==> src/hw/rtl/radius_gated_track_matcher_assert.svh <==
// ----------------------------------------------------------------------------
// radius_gated_track_matcher assertion macros
// Shared concurrent assertion forms, clocked on the rising edge and
// disabled while synchronous reset is low.
// ----------------------------------------------------------------------------
`ifndef RADIUS_GATED_TRACK_MATCHER_ASSERT_SVH
`define RADIUS_GATED_TRACK_MATCHER_ASSERT_SVH

// same-cycle implication
`define RGTM_ASSERT_SAME(lbl, clk, rstn, ante, cons, msg) \
  lbl: assert property (@(posedge clk) disable iff (!rstn) (ante) |-> (cons)) \
    else $error(msg);

// next-cycle implication
`define RGTM_ASSERT_NEXT(lbl, clk, rstn, ante, cons, msg) \
  lbl: assert property (@(posedge clk) disable iff (!rstn) (ante) |=> (cons)) \
    else $error(msg);

`endif

==> src/hw/rtl/rgtm_pkg.sv <==
// ----------------------------------------------------------------------------
// rgtm_pkg
// Types and constants of the radius-gated track matcher.
// ----------------------------------------------------------------------------
`default_nettype none

package rgtm_pkg;

  localparam int FIELD_W    = 12;
  localparam int SIZE_W     = 12;
  localparam int FRAME_W    = 16;
  localparam int IDX_W      = 4;
  localparam int RESULT_CAP = 16;

  localparam int DEF_MAX_TRACKS     = 16;
  localparam int DEF_MAX_DETECTIONS = 64;
  localparam int DEF_COORD_BITS     = 12;

  localparam logic [2:0]         ADDR_FRAME_LIMIT = 3'd0;
  localparam logic [FRAME_W-1:0] FRAME_LIMIT_RST  = 16'hFFFF;

  typedef enum logic [1:0] {
    OP_START     = 2'd0,
    OP_ADD_TRACK = 2'd1,
    OP_ADD_DET   = 2'd2,
    OP_END_FRAME = 2'd3
  } opcode_t;

  typedef enum logic [2:0] {
    STAT_TRACKED   = 3'd0,
    STAT_MISMATCH  = 3'd1,
    STAT_LIMIT     = 3'd2,
    STAT_HALTED    = 3'd3,
    STAT_NO_TRACKS = 3'd4
  } status_t;

  typedef enum logic [2:0] {
    FSM_IDLE,
    FSM_SRCH_RD,
    FSM_SRCH_WAIT,
    FSM_SRCH_GATE,
    FSM_UPD_RD,
    FSM_UPD_WR,
    FSM_EMIT
  } fsm_state_t;

  typedef enum logic [2:0] {
    GP_IDLE,
    GP_SQX,
    GP_SQY,
    GP_SQR,
    GP_CMP
  } gate_phase_t;

  typedef struct packed {
    logic done;
    logic hit;
  } gate_res_t;

endpackage

`default_nettype wire

==> src/hw/rtl/rgtm_gate.sv <==
// ----------------------------------------------------------------------------
// rgtm_gate
// Radius gate: dx^2 + dy^2 <= r^2 through one shared squarer, one square
// per cycle, result valid for one cycle in the compare phase.
// ----------------------------------------------------------------------------
`default_nettype none

module rgtm_gate
  import rgtm_pkg::*;
#(
  parameter int CW = DEF_COORD_BITS
) (
  input  wire logic              clk,
  input  wire logic              rst_n,
  input  wire logic              start,
  input  wire logic [CW-1:0]     trk_x,
  input  wire logic [CW-1:0]     trk_y,
  input  wire logic [SIZE_W-1:0] trk_size,
  input  wire logic [CW-1:0]     det_x,
  input  wire logic [CW-1:0]     det_y,
  output gate_res_t              res
);

  localparam int PW = 2 * SIZE_W;

  gate_phase_t       ph_r, ph_nxt;
  logic [SIZE_W-1:0] dx_r, dy_r, r_r;
  logic [SIZE_W-1:0] op;
  logic [PW-1:0]     prod_r;
  logic [PW:0]       sum_r;
  logic [CW-1:0]     dx, dy;

  assign dx = (trk_x > det_x) ? (trk_x - det_x) : (det_x - trk_x);
  assign dy = (trk_y > det_y) ? (trk_y - det_y) : (det_y - trk_y);

  always_ff @(posedge clk) begin
    if (!rst_n) begin
      ph_r <= GP_IDLE;
    end else begin
      ph_r <= ph_nxt;
    end
  end

  always_comb begin
    ph_nxt = ph_r;
    unique case (ph_r)
      GP_IDLE: if (start) ph_nxt = GP_SQX;
      GP_SQX:  ph_nxt = GP_SQY;
      GP_SQY:  ph_nxt = GP_SQR;
      GP_SQR:  ph_nxt = GP_CMP;
      GP_CMP:  ph_nxt = GP_IDLE;
      default: ph_nxt = GP_IDLE;
    endcase
  end

  always_comb begin
    case (ph_r)
      GP_SQX:  op = dx_r;
      GP_SQY:  op = dy_r;
      default: op = r_r;
    endcase
  end

  always_ff @(posedge clk) begin
    if (ph_r == GP_IDLE && start) begin
      dx_r <= SIZE_W'(dx);
      dy_r <= SIZE_W'(dy);
      r_r  <= trk_size;
    end
    if (ph_r == GP_SQX || ph_r == GP_SQY || ph_r == GP_SQR) begin
      prod_r <= PW'(op) * PW'(op);
    end
    if (ph_r == GP_SQY) begin
      sum_r <= {1'b0, prod_r};
    end else if (ph_r == GP_SQR) begin
      sum_r <= sum_r + {1'b0, prod_r};
    end
  end

  assign res.done = (ph_r == GP_CMP);
  assign res.hit  = (sum_r <= {1'b0, prod_r});

endmodule

`default_nettype wire

==> src/hw/rtl/radius_gated_track_matcher.sv <==
// ----------------------------------------------------------------------------
// radius_gated_track_matcher
// Frame-to-frame blob tracker with radius gating on squared distance.
// ----------------------------------------------------------------------------
// Start, add-track and add-detection beats are taken one per cycle while
// idle. An end-of-frame beat walks every track against the buffered
// detections in order; each track/detection comparison reads both stores,
// then the shared squarer forms dx^2, dy^2 and r^2 one per cycle before
// the compare. A fully matched frame then reads each track's match, copies
// it into the track store and emits up to 16 result beats. Single-result
// statuses (halted, frame limit, no tracks, mismatch) are emitted as one
// beat. The input stays not-ready for the whole end-of-frame walk; output
// stalls add directly to it. Stores need no clearing pass after reset.
// ----------------------------------------------------------------------------
`default_nettype none
`include "radius_gated_track_matcher_assert.svh"

module radius_gated_track_matcher
  import rgtm_pkg::*;
#(
  parameter int MAX_TRACKS     = DEF_MAX_TRACKS,
  parameter int MAX_DETECTIONS = DEF_MAX_DETECTIONS,
  parameter int COORD_BITS     = DEF_COORD_BITS
) (
  input  wire logic        clk,
  input  wire logic        rst_n,
  // input beats
  input  wire logic        in_tvalid,
  output logic             in_tready,
  input  wire logic [55:0] in_tdata,   // start_frame, pos_x, pos_y, blob_size
  input  wire logic [1:0]  in_tuser,   // opcode
  // result beats
  output logic             out_tvalid,
  input  wire logic        out_tready,
  output logic [55:0]      out_tdata,  // track_index, match_x, match_y,
                                       // match_size, frame_number
  output logic [2:0]       out_tuser,  // status
  output logic             out_tlast,
  // configuration
  input  wire logic        cfg_psel,
  input  wire logic        cfg_penable,
  input  wire logic        cfg_pwrite,
  input  wire logic [2:0]  cfg_paddr,
  input  wire logic [31:0] cfg_pwdata,
  output logic [31:0]      cfg_prdata,
  output logic             cfg_pready
);

  localparam int CW  = (COORD_BITS < FIELD_W) ? COORD_BITS : FIELD_W;
  localparam int BW  = 2 * CW + SIZE_W;
  localparam int TI  = (MAX_TRACKS > 1) ? $clog2(MAX_TRACKS) : 1;
  localparam int TCW = $clog2(MAX_TRACKS + 1);
  localparam int DI  = (MAX_DETECTIONS > 1) ? $clog2(MAX_DETECTIONS) : 1;
  localparam int DCW = $clog2(MAX_DETECTIONS + 1);
  localparam int KW  = (TCW > 5) ? TCW : 5;

  // ---- input fields
  opcode_t           in_op;
  logic [FRAME_W-1:0] in_start;
  logic [BW-1:0]     in_blob;
  logic              in_acc;

  assign in_op    = opcode_t'(in_tuser);
  assign in_start = in_tdata[15:0];
  assign in_blob  = {in_tdata[51:40], in_tdata[28 +: CW], in_tdata[16 +: CW]};
  assign in_acc   = in_tvalid && in_tready;

  // ---- configuration
  logic [FRAME_W-1:0] limit_r;

  assign cfg_pready = 1'b1;
  assign cfg_prdata = (cfg_paddr == ADDR_FRAME_LIMIT) ? {16'b0, limit_r} : 32'b0;

  always_ff @(posedge clk) begin
    if (!rst_n) begin
      limit_r <= FRAME_LIMIT_RST;
    end else if (cfg_psel && cfg_penable && cfg_pwrite && cfg_pready &&
                 cfg_paddr == ADDR_FRAME_LIMIT) begin
      limit_r <= cfg_pwdata[15:0];
    end
  end

  // ---- control state
  fsm_state_t         state_r, state_nxt;
  logic [TCW-1:0]     trk_cnt_r, trk_cnt_nxt;
  logic [DCW-1:0]     det_cnt_r, det_cnt_nxt;
  logic [TCW-1:0]     i_r, i_nxt;
  logic [DCW-1:0]     j_r, j_nxt;
  logic [FRAME_W-1:0] fc_r, fc_nxt;
  logic               halted_r, halted_nxt;
  status_t            pend_stat_r, pend_stat_nxt;
  logic [IDX_W-1:0]   pend_idx_r, pend_idx_nxt;

  // ---- stores
  logic [BW-1:0] trk_mem [MAX_TRACKS];
  logic [BW-1:0] det_mem [MAX_DETECTIONS];
  logic [BW-1:0] mat_mem [MAX_TRACKS];
  logic [BW-1:0] trk_rd_r, det_rd_r, mat_rd_r;
  logic          trk_we, det_we, mat_we, trk_re, det_re, mat_re;
  logic [TI-1:0] trk_wa;
  logic [BW-1:0] trk_wd;

  // ---- output register
  logic               out_valid_r;
  status_t            out_stat_r, out_stat_nxt;
  logic [IDX_W-1:0]   out_idx_r, out_idx_nxt;
  logic [BW-1:0]      out_blob_r, out_blob_nxt;
  logic [FRAME_W-1:0] out_frame_r;
  logic               out_last_r, out_last_nxt;
  logic               out_load, slot_free;

  // ---- gate unit
  gate_res_t gate_res;
  logic      gate_start;

  logic [TCW-1:0] i_inc;
  logic           emit_trk, last_trk;

  assign slot_free = !out_valid_r || out_tready;
  assign i_inc     = TCW'(i_r + 1'b1);
  assign emit_trk  = KW'(i_r) < KW'(RESULT_CAP);
  assign last_trk  = (i_inc == trk_cnt_r) || (KW'(i_r) == KW'(RESULT_CAP - 1));
  assign in_tready = (state_r == FSM_IDLE);

  rgtm_gate #(
    .CW (CW)
  ) u_gate (
    .clk      (clk),
    .rst_n    (rst_n),
    .start    (gate_start),
    .trk_x    (trk_rd_r[CW-1:0]),
    .trk_y    (trk_rd_r[2*CW-1:CW]),
    .trk_size (trk_rd_r[BW-1:2*CW]),
    .det_x    (det_rd_r[CW-1:0]),
    .det_y    (det_rd_r[2*CW-1:CW]),
    .res      (gate_res)
  );

  always_ff @(posedge clk) begin
    if (!rst_n) begin
      state_r     <= FSM_IDLE;
      trk_cnt_r   <= '0;
      det_cnt_r   <= '0;
      i_r         <= '0;
      j_r         <= '0;
      fc_r        <= '0;
      halted_r    <= 1'b0;
      pend_stat_r <= STAT_TRACKED;
      pend_idx_r  <= '0;
    end else begin
      state_r     <= state_nxt;
      trk_cnt_r   <= trk_cnt_nxt;
      det_cnt_r   <= det_cnt_nxt;
      i_r         <= i_nxt;
      j_r         <= j_nxt;
      fc_r        <= fc_nxt;
      halted_r    <= halted_nxt;
      pend_stat_r <= pend_stat_nxt;
      pend_idx_r  <= pend_idx_nxt;
    end
  end

  always_comb begin
    state_nxt     = state_r;
    trk_cnt_nxt   = trk_cnt_r;
    det_cnt_nxt   = det_cnt_r;
    i_nxt         = i_r;
    j_nxt         = j_r;
    fc_nxt        = fc_r;
    halted_nxt    = halted_r;
    pend_stat_nxt = pend_stat_r;
    pend_idx_nxt  = pend_idx_r;
    trk_we        = 1'b0;
    trk_wa        = trk_cnt_r[TI-1:0];
    trk_wd        = in_blob;
    det_we        = 1'b0;
    mat_we        = 1'b0;
    trk_re        = 1'b0;
    det_re        = 1'b0;
    mat_re        = 1'b0;
    gate_start    = 1'b0;
    out_load      = 1'b0;
    out_stat_nxt  = pend_stat_r;
    out_idx_nxt   = pend_idx_r;
    out_blob_nxt  = '0;
    out_last_nxt  = 1'b1;

    unique case (state_r)
      FSM_IDLE: begin
        if (in_acc) begin
          unique case (in_op)
            OP_START: begin
              trk_cnt_nxt = '0;
              det_cnt_nxt = '0;
              fc_nxt      = in_start;
              halted_nxt  = 1'b0;
            end
            OP_ADD_TRACK: begin
              if (!halted_r && trk_cnt_r < TCW'(MAX_TRACKS)) begin
                trk_we      = 1'b1;
                trk_cnt_nxt = TCW'(trk_cnt_r + 1'b1);
              end
            end
            OP_ADD_DET: begin
              if (!halted_r && det_cnt_r < DCW'(MAX_DETECTIONS)) begin
                det_we      = 1'b1;
                det_cnt_nxt = DCW'(det_cnt_r + 1'b1);
              end
            end
            OP_END_FRAME: begin
              pend_idx_nxt = '0;
              if (halted_r) begin
                det_cnt_nxt   = '0;
                pend_stat_nxt = STAT_HALTED;
                state_nxt     = FSM_EMIT;
              end else if ({1'b0, fc_r} + 17'd1 >= {1'b0, limit_r}) begin
                det_cnt_nxt   = '0;
                pend_stat_nxt = STAT_LIMIT;
                state_nxt     = FSM_EMIT;
              end else if (trk_cnt_r == '0) begin
                det_cnt_nxt   = '0;
                fc_nxt        = fc_r + 1'b1;
                pend_stat_nxt = STAT_NO_TRACKS;
                state_nxt     = FSM_EMIT;
              end else begin
                i_nxt     = '0;
                j_nxt     = '0;
                state_nxt = FSM_SRCH_RD;
              end
            end
            default: state_nxt = FSM_IDLE;
          endcase
        end
      end
      FSM_SRCH_RD: begin
        if (j_r >= det_cnt_r) begin
          halted_nxt    = 1'b1;
          det_cnt_nxt   = '0;
          pend_stat_nxt = STAT_MISMATCH;
          pend_idx_nxt  = IDX_W'(i_r);
          state_nxt     = FSM_EMIT;
        end else begin
          trk_re    = 1'b1;
          det_re    = 1'b1;
          state_nxt = FSM_SRCH_WAIT;
        end
      end
      FSM_SRCH_WAIT: begin
        gate_start = 1'b1;
        state_nxt  = FSM_SRCH_GATE;
      end
      FSM_SRCH_GATE: begin
        if (gate_res.done) begin
          if (gate_res.hit) begin
            mat_we = 1'b1;
            j_nxt  = '0;
            if (i_inc == trk_cnt_r) begin
              det_cnt_nxt = '0;
              fc_nxt      = fc_r + 1'b1;
              i_nxt       = '0;
              state_nxt   = FSM_UPD_RD;
            end else begin
              i_nxt     = i_inc;
              state_nxt = FSM_SRCH_RD;
            end
          end else begin
            j_nxt     = DCW'(j_r + 1'b1);
            state_nxt = FSM_SRCH_RD;
          end
        end
      end
      FSM_UPD_RD: begin
        mat_re    = 1'b1;
        state_nxt = FSM_UPD_WR;
      end
      FSM_UPD_WR: begin
        if (!emit_trk || slot_free) begin
          trk_we       = 1'b1;
          trk_wa       = i_r[TI-1:0];
          trk_wd       = mat_rd_r;
          out_load     = emit_trk;
          out_stat_nxt = STAT_TRACKED;
          out_idx_nxt  = IDX_W'(i_r);
          out_blob_nxt = mat_rd_r;
          out_last_nxt = last_trk;
          if (i_inc == trk_cnt_r) begin
            state_nxt = FSM_IDLE;
          end else begin
            i_nxt     = i_inc;
            state_nxt = FSM_UPD_RD;
          end
        end
      end
      FSM_EMIT: begin
        if (slot_free) begin
          out_load  = 1'b1;
          state_nxt = FSM_IDLE;
        end
      end
      default: state_nxt = FSM_IDLE;
    endcase
  end

  // ---- memories
  always_ff @(posedge clk) begin
    if (trk_we) trk_mem[trk_wa] <= trk_wd;
    if (trk_re) trk_rd_r <= trk_mem[i_r[TI-1:0]];
  end

  always_ff @(posedge clk) begin
    if (det_we) det_mem[det_cnt_r[DI-1:0]] <= in_blob;
    if (det_re) det_rd_r <= det_mem[j_r[DI-1:0]];
  end

  always_ff @(posedge clk) begin
    if (mat_we) mat_mem[i_r[TI-1:0]] <= det_rd_r;
    if (mat_re) mat_rd_r <= mat_mem[i_r[TI-1:0]];
  end

  // ---- output register
  always_ff @(posedge clk) begin
    if (!rst_n) begin
      out_valid_r <= 1'b0;
    end else if (out_load) begin
      out_valid_r <= 1'b1;
    end else if (out_tready) begin
      out_valid_r <= 1'b0;
    end
  end

  always_ff @(posedge clk) begin
    if (out_load) begin
      out_stat_r  <= out_stat_nxt;
      out_idx_r   <= out_idx_nxt;
      out_blob_r  <= out_blob_nxt;
      out_frame_r <= fc_r;
      out_last_r  <= out_last_nxt;
    end
  end

  assign out_tvalid = out_valid_r;
  assign out_tuser  = out_stat_r;
  assign out_tlast  = out_last_r;
  assign out_tdata  = {out_frame_r,
                       out_blob_r[BW-1:2*CW],
                       FIELD_W'(out_blob_r[2*CW-1:CW]),
                       FIELD_W'(out_blob_r[CW-1:0]),
                       out_idx_r};

  // ---- assertions
  `RGTM_ASSERT_NEXT(a_miss_halts, clk, rst_n,
    (state_r == FSM_SRCH_RD && j_r >= det_cnt_r), halted_r,
    "detection list exhausted without halting")
  `RGTM_ASSERT_SAME(a_upd_det_clear, clk, rst_n,
    (state_r == FSM_UPD_RD || state_r == FSM_UPD_WR), (det_cnt_r == '0),
    "detection buffer not emptied before track update")
  `RGTM_ASSERT_SAME(a_upd_in_range, clk, rst_n,
    (state_r == FSM_UPD_WR), (i_r < trk_cnt_r),
    "track update index beyond track count")
  `RGTM_ASSERT_SAME(a_gate_only_search, clk, rst_n,
    gate_res.done, (state_r == FSM_SRCH_GATE),
    "gate result outside the search walk")

endmodule

`default_nettype wire

==> config.mk <==
export PLATFORM = sky130hd
export DESIGN_NAME = radius_gated_track_matcher
export DESIGN_NICKNAME = d
export VERILOG_FILES = /design/src/hw/rtl/rgtm_pkg.sv /design/src/hw/rtl/rgtm_gate.sv /design/src/hw/rtl/radius_gated_track_matcher.sv
export VERILOG_INCLUDE_DIRS = /design/src /design/src/hw/rtl
export SDC_FILE = /design/constraint.sdc
export NUM_CORES = 2
export LEC_CHECK = 0
export BUFFER_PORTS_ARGS = -buffer_cell sky130_fd_sc_hd__buf_2
export CAP_MARGIN = 15
export CORE_AREA = 8 8 530 532
export CTS_CLUSTER_SIZE = 40
export DETAILED_ROUTE_END_ITERATION = 8
export DIE_AREA = 0 0 538 540
export PLACE_DENSITY = 0.72
export REMOVE_ABC_BUFFERS = 1
export SYNTH_ARGS = -nofsm -noshare
export SYNTH_HDL_FRONTEND = slang
export SYNTH_HIERARCHICAL = 1
export SYNTH_SLANG_ARGS = --single-unit
==> constraint.sdc <==
create_clock -name clk -period 11.22 [get_ports clk]
set_input_delay 0.561 -clock clk [delete_from_list [all_inputs] [get_ports clk]]
set_output_delay 0.561 -clock clk [all_outputs]
set_load 0.05 [all_outputs]
# ---- After elaboration in Yosys (flattened, before gate mapping)
# Memories as Yosys holds them, arrays and structs flattened. A register that Yosys moved wholly into a read port is not among the register bits.
# Cells that the tools add are included.
dict set report classes {
  addsub 11
  multipliers 1
  order_cmp 8
  n_eq_ne 38
  n_mux 112
  reduce_logical 37
}
# operator count
set op_table {}
lappend op_table {{2-to-1 mux 16 bit} 8}
lappend op_table {{2-to-1 mux 7 bit} 16}
lappend op_table {{2-to-1 mux 36 bit} 2}
lappend op_table {{case mux 16 bit (2 select lines)} 2}
lappend op_table {{2-to-1 mux 3 bit} 21}
lappend op_table {{2-to-1 mux 5 bit} 11}
lappend op_table {{2-to-1 mux 24 bit} 2}
lappend op_table {{subtractor 12 bit} 4}
lappend op_table {{case mux 7 bit (3 select lines)} 2}
lappend op_table {{2-to-1 mux 1 bit} 28}
lappend op_table {{2-to-1 mux 4 bit} 7}
lappend op_table {{adder 25 x 24 -> 25 bit} 1}
lappend op_table {{less-or-equal comparator 25 x 24 -> 1 bit} 1}
lappend op_table {{> comparator 12 bit} 2}
lappend op_table {{multiplier 12 x 12 -> 24 bit} 1}
lappend op_table {{2-to-1 mux 12 bit} 2}
lappend op_table {{case mux 12 bit (2 select lines)} 1}
lappend op_table {{inequality test 2 bit (second input constant)} 11}
lappend op_table {{case mux 3 bit (7 select lines)} 1}
lappend op_table {{AND reduction 9 bit} 2}
lappend op_table {{adder 16 x 1 -> 17 bit (second input constant)} 1}
lappend op_table {{greater-or-equal comparator 17 x 16 -> 1 bit} 1}
lappend op_table {{adder 16 x 1 -> 16 bit (second input constant)} 1}
lappend op_table {{case mux 5 bit (3 select lines)} 1}
lappend op_table {{other kinds (36)} 78}
dict set report word_totals {
  register_bits 216
  ramBits 3456
  in_bits 100
  output_inout_bits 95
  word_cells 233
  memories 3
}
# memory depth width rd rd_ports_with_merged_regs wr line_no
set mem_list {}
lappend mem_list {det_mem 64 36 1 1 1 radius_gated_track_matcher.sv:96} ;# logic [BW-1:0] det_mem [MAX_DETECTIONS];
lappend mem_list {mat_mem 16 36 1 1 1 radius_gated_track_matcher.sv:97} ;# logic [BW-1:0] mat_mem [MAX_TRACKS];
lappend mem_list {trk_mem 16 36 1 1 1 radius_gated_track_matcher.sv:95} ;# logic [BW-1:0] trk_mem [MAX_TRACKS];

# ---- Depth between registers and ports, before layout
dict set report depth {
  ltp_word 8
  ltp_mapped 27
  mapped_depth_nobuf 25
}

# ---- Cells and area by module
# Netlist, hierarchy kept.
# mod n_inst cells_per_inst area_per_inst_um2 seq_area_each_um2
set modules_own_cells {}
lappend modules_own_cells {radius_gated_track_matcher 1 5836 140753.7 110185.7}
lappend modules_own_cells {rgtm_gate 1 1203 10861.7 2572.5}

# ---- Least setup slack after synthesis
# OpenSTA, ideal clock, no wires.
dict set report synth_path {
  kind {register to register}
  from {register u_gate.ph_r[0]}
  to {register u_gate.prod_r[21] (data pin)}
  setup_ns 0.136
  t_arrival_ns 6.260
  required_time_ns 11.084
  slack_ns 4.824
  stages_incl_launch_ff 27
  n_path_buf 3
  period_less_slack_ns 6.396
  path_cell_list {dfxtp_1 clkbuf_1 nand2b_1 a21oi_1 clkbuf_1 o22ai_1 clkbuf_1 nand2b_1 fa_1 inv_1 fa_1 inv_1 fa_1 inv_1 fa_1 inv_1 fa_1 inv_1 ha_1 a21oi_1 nor2b_1 o21ai_0 a21o_1 a21boi_1 a221o_1 or4b_1 nand3_1}
}
dict set report synth_via {
  elab_chain_len 3
  word_cells_on_any_way 4
  cone_classes {1 x mul; 2 x eq/ne; 1 x mux}
}
# element line_no
set synth_lines {}
lappend synth_lines {{start, declared} rgtm_gate.sv:26} ;# gate_phase_t ph_r, ph_nxt;
lappend synth_lines {{start signal, assigned} rgtm_gate.sv:40} ;# ph_r <= ph_nxt;
lappend synth_lines {{equality test 3 x 2 -> 1 bit / equality test 3 x 1 -> 1 bit (equally long branches)} rgtm_gate.sv:57} ;# case (ph_r)
lappend synth_lines {{case mux 12 bit (2 select lines) (*)} rgtm_gate.sv:57}
lappend synth_lines {{multiplier 12 x 12 -> 24 bit (*)} rgtm_gate.sv:71} ;# prod_r <= PW'(op) * PW'(op);
lappend synth_lines {{end signal, assigned} rgtm_gate.sv:71}
lappend synth_lines {{end, declared} rgtm_gate.sv:29} ;# logic [PW-1:0] prod_r;
# Mark *: on every way between the ends. The rest lies on a longest branch, timed or not.
# A chain may end at the register's enable or synchronous reset.

# ---- Worst setup path after layout
# Same ends and word-level chain as after synthesis.

==> parameters.txt <==
Parameter                              Value

Synthesis
  Number of synthesized flops with an enable pin    3707
  Post-synthesis register bit count    3779
  Fraction of synthesized cell area taken by the top area cell type    73.4%
  Post-synthesis cell count    7039
  Most frequent cells after synthesis    edfxtp_1, mux4_2, nor2_1
  Most frequent cell after synthesis    edfxtp_1
  Biggest area contributors in the synthesized netlist    edfxtp_1, mux4_2, ha_1
  Number of different library cells in the post-synthesis netlist    88
  Ys flop type    edfxtp_1
  Library cell occupying the most area in the post-synthesis netlist    edfxtp_1
  Share of the yosys chip area belonging to registers    74.4%
  Syn_area_per_cell    21.5 sq um
  Netlist area before placement    152000 sq um
  Warnings from Yosys    6
  Async SR Flop Fraction    0%

Layout
  Share of cells above drive strength 1    27.6%
  Non-filler cells, final    11400
  Finished Core Util    62.5%
  Final net count    7822
  Area overhead of the layout relative to synthesis    12.3%

Floorplan
  Horizontal die dimension    538 um
  Initial Util    55.7%
  Std cell rows    192
  Floorplan Core Area    272000 sq um
  I/O pin count    195
  Total die area    291000 sq um
  Vertical die dimension    540 um

Detailed routing
  DRT Pass-1 Iters    6
  Final routed DRC violation total    0
  Vias    74100
  Average vias per placed instance    6.52
  Drt total wl    372000 um
  Average wire length per cell after detail routing    32.8 um
  First-iteration detailed-routing DRC count    9474
  Detail Route Antenna Nets    0

Worst hold path
  Type of the worst min-delay path    in -> reg

Place
  Detailed Place HPWL    200000 um
  Cell total after placement    10600
  Port Buffer Count    157
  Routability congestion estimate    0.846

Global route
  Number of global-route vias before repair    75700
  Number of antenna violations at the first check in global routing    19
  Wire length of the first global-routing pass    535000 um
  Largest net degree at the start of global routing    109
  Grt ovf    0
  Overall routing resource usage    25.4%

Timing
  Final critical path time including I/O delays and setup    7.75 ns
  Clock skew after layout    0.0631 ns
  Final max-slew violation count    0
  Relative slew slack    18.8%
  Number of hold-slack violations in the final timing report    0
  Period utilization    69.1%
  Setup repair after global routing missed its margin    false
  Final Setup Violations    0
  Slew at the pin with the worst max-slew slack    1.22 ns
  Peak Freq    129 MHz

Pwr
  Fraction of power consumed by the clock network    26.9%
  Cell leakage power    53.7 nW
  Switching power summed over all nets    14.9 mW
  Part of the total power dissipated in sequential elements    36.7%
  Maximum VDD drop    2.56 mV
  Comb pwr share    36.4%
  Pint    31.2 mW
  Sw Share    32.3%
  PD cells    270 nW/um^2

Worst setup path
  Top fanout value on the critical path    14
  CP max stage delay    1.03 ns
  Required @ worst endpoint    12.00 ns
  Ordered cell list for the critical path    inv_1 > nand2_1 > a21oi_1 > o22ai_1 > nor2_1 > fa_1 > fa_1 > inv_1 > fa_1 > inv_1 > fa_1 > inv_1 > fa_1 > inv_1 > ha_1 > a21oi_1 > nor2b_1 > o21ai_0 > a21o_1 > a21boi_1 > a221o_1 > or4b_1 > nand3_1
  Critical path's slowest cell    o22ai_1
  Crit. End Element    flop
  CP arrival    8.53 ns
  Type of the setup path with the least slack    reg -> reg
  Critical path startpoint category    flop

Clock network
  Number of clock sinks seen by CTS    3779
  Clock slew at reported path FFs    0.06 ns
  CTS Buffer Depth    4
  Num CTS Buffers    373
  Post_cts resized    0
  Post-CTS setup buffers    0
  Later-pin clock latency in the skew report    0.94 ns
  Number of H-tree levels    5
  Library cell used as clock root buffer    clkbuf_16
  TritonCTS clock tree    built

Outcome
  Outcome    completed

Run
  Max-cap violation count    0
==> state kept, by name, summed over array words and instances (netlist names), 12 cells and up <==
name / cells
u_gate/dy_r: 12
mat_mem: 576
out_frame_r: 16
trk_mem: 576
u_gate/prod_r: 23
u_gate/dx_r: 12
mat_rd_r: 36
u_gate/r_r: 12
det_mem: 2304
out_blob_r: 36
det_rd_r: 36
trk_rd_r: 36
limit_r: 16
u_gate/sum_r: 25
fc_r: 16
==> worst max-delay path: cells and delay by family, from the launching register on <==
family | cells | cell delay (ns)
adders and majority gates | 6 | 2.82
AOI/OAI and AO/OA | 7 | 2.55
and+or+nand+nor | 5 | 1.43
DFF | 1 | 0.46
buffers and inverters | 5 | 0.32
==> path summary, 6_finish.rpt <==
kind         cells past startpoint      startpoint           endpoint  slack [ns]
max reg2reg                     23  u_gate/ph_r[0]  u_gate/prod_r[21]        3.47
min reg2reg                      0    trk_rd_r[33]      u_gate/r_r[9]        0.42
max                             23  u_gate/ph_r[0]  u_gate/prod_r[21]        3.47
min                              1    in_tdata[23]     det_mem[27][7]        0.06
==> routing by layer <==
layer  global-route usage, %  wire length (um)  up-vias
li1                        -                 -    29900
met1                    33.9            136000    39400
met2                    43.4            190000     4044
met3                    4.13             33200      698
met4                    7.84             12700        4
met5                       0                31        -
==> power by group through the flow <==
stage / Clock [mW] / Sequential (mW) / Combinational [mW]
after floorplan: 0 / 17.3 / 13.3
after global placement: 0 / 17.2 / 16.7
after detailed placement: 0 / 17.2 / 16.9
after CTS: 12.6 / 16.9 / 17.0
after global routing: 13.1 / 16.9 / 18.9
final: 12.4 / 16.9 / 16.8
==> cell usage in the layout (no fill, tap or decap), types with 28 or more instances in the layout <==
cell type / n
a21o_1: 68
a21oi_1: 109
and2_1: 63
buf_2: 157
buf_4: 188
bufinv_16: 38
clkbuf_1: 65
clkbuf_16: 380
clkinv_1: 87
clkinv_2: 64
dfxtp_1: 63
dlygate4sd3_1: 32
edfxtp_1: 3707
fa_1: 83
ha_1: 183
inv_1: 262
mux4_2: 1116
nand2_1: 132
nand2b_1: 28
nand3_1: 60
nor2_1: 173
nor2_4: 93
nor3_1: 28
o21ai_0: 66
xnor2_1: 52
xor2_1: 30
==> cell type report <==
class / instances / area [sq um]
Sequential cell: 3779 / 113000
Fill cell: 18000 / 102000
Multi-Input combinational cell: 2651 / 37200
Clock buffer: 446 / 9770
Tap cell: 3589 / 4490
Timing Repair Buffer: 385 / 2660
Clock inverter: 227 / 2350
Inverter: 266 / 1010
Antenna cell: 9 / 22.5
==> per-stage QoR <==
step | hold WS, ns | power, mW | area, sq um | setup WS (ns) | TNS [ns]
global placement | 0.403 | 33.9 | 158000 | 3.71 | 0
floorplan | 0.400 | 30.5 | 150000 | -16.07 | -6384.27
global route | 0.0324 | 48.8 | 170000 | 3.16 | 0
detailed placement | 0.407 | 34.0 | 158000 | 3.55 | 0
finish | 0.0605 | 46.1 | 170000 | 3.47 | 0
CTS | 0.0162 | 46.4 | 170000 | 3.54 | 0
==> cells by family (layout without fill, tap and decap cells) <==
family	after synthesis	in the layout	synth area share [%]
AOI/OAI and AO/OA	449	449	2.02
xor gates and xnor gates	83	83	0.489
adders and majority gates	266	266	2.61
buffers and inverters	624	1324	1.61
DFF	3779	3779	74.4
muxes	1133	1133	16.7
other	2	26	0.00495
and+or+nand+nor	703	703	2.21
==> what timing repair did <==
item / 4_1_cts / 5_1_grt
hold buffers: 32 / 0
setup endpoints to repair: 0 / 0
hold endpoints to repair: 32 / 0
Note: power is estimated with default switching activity, not from simulation.
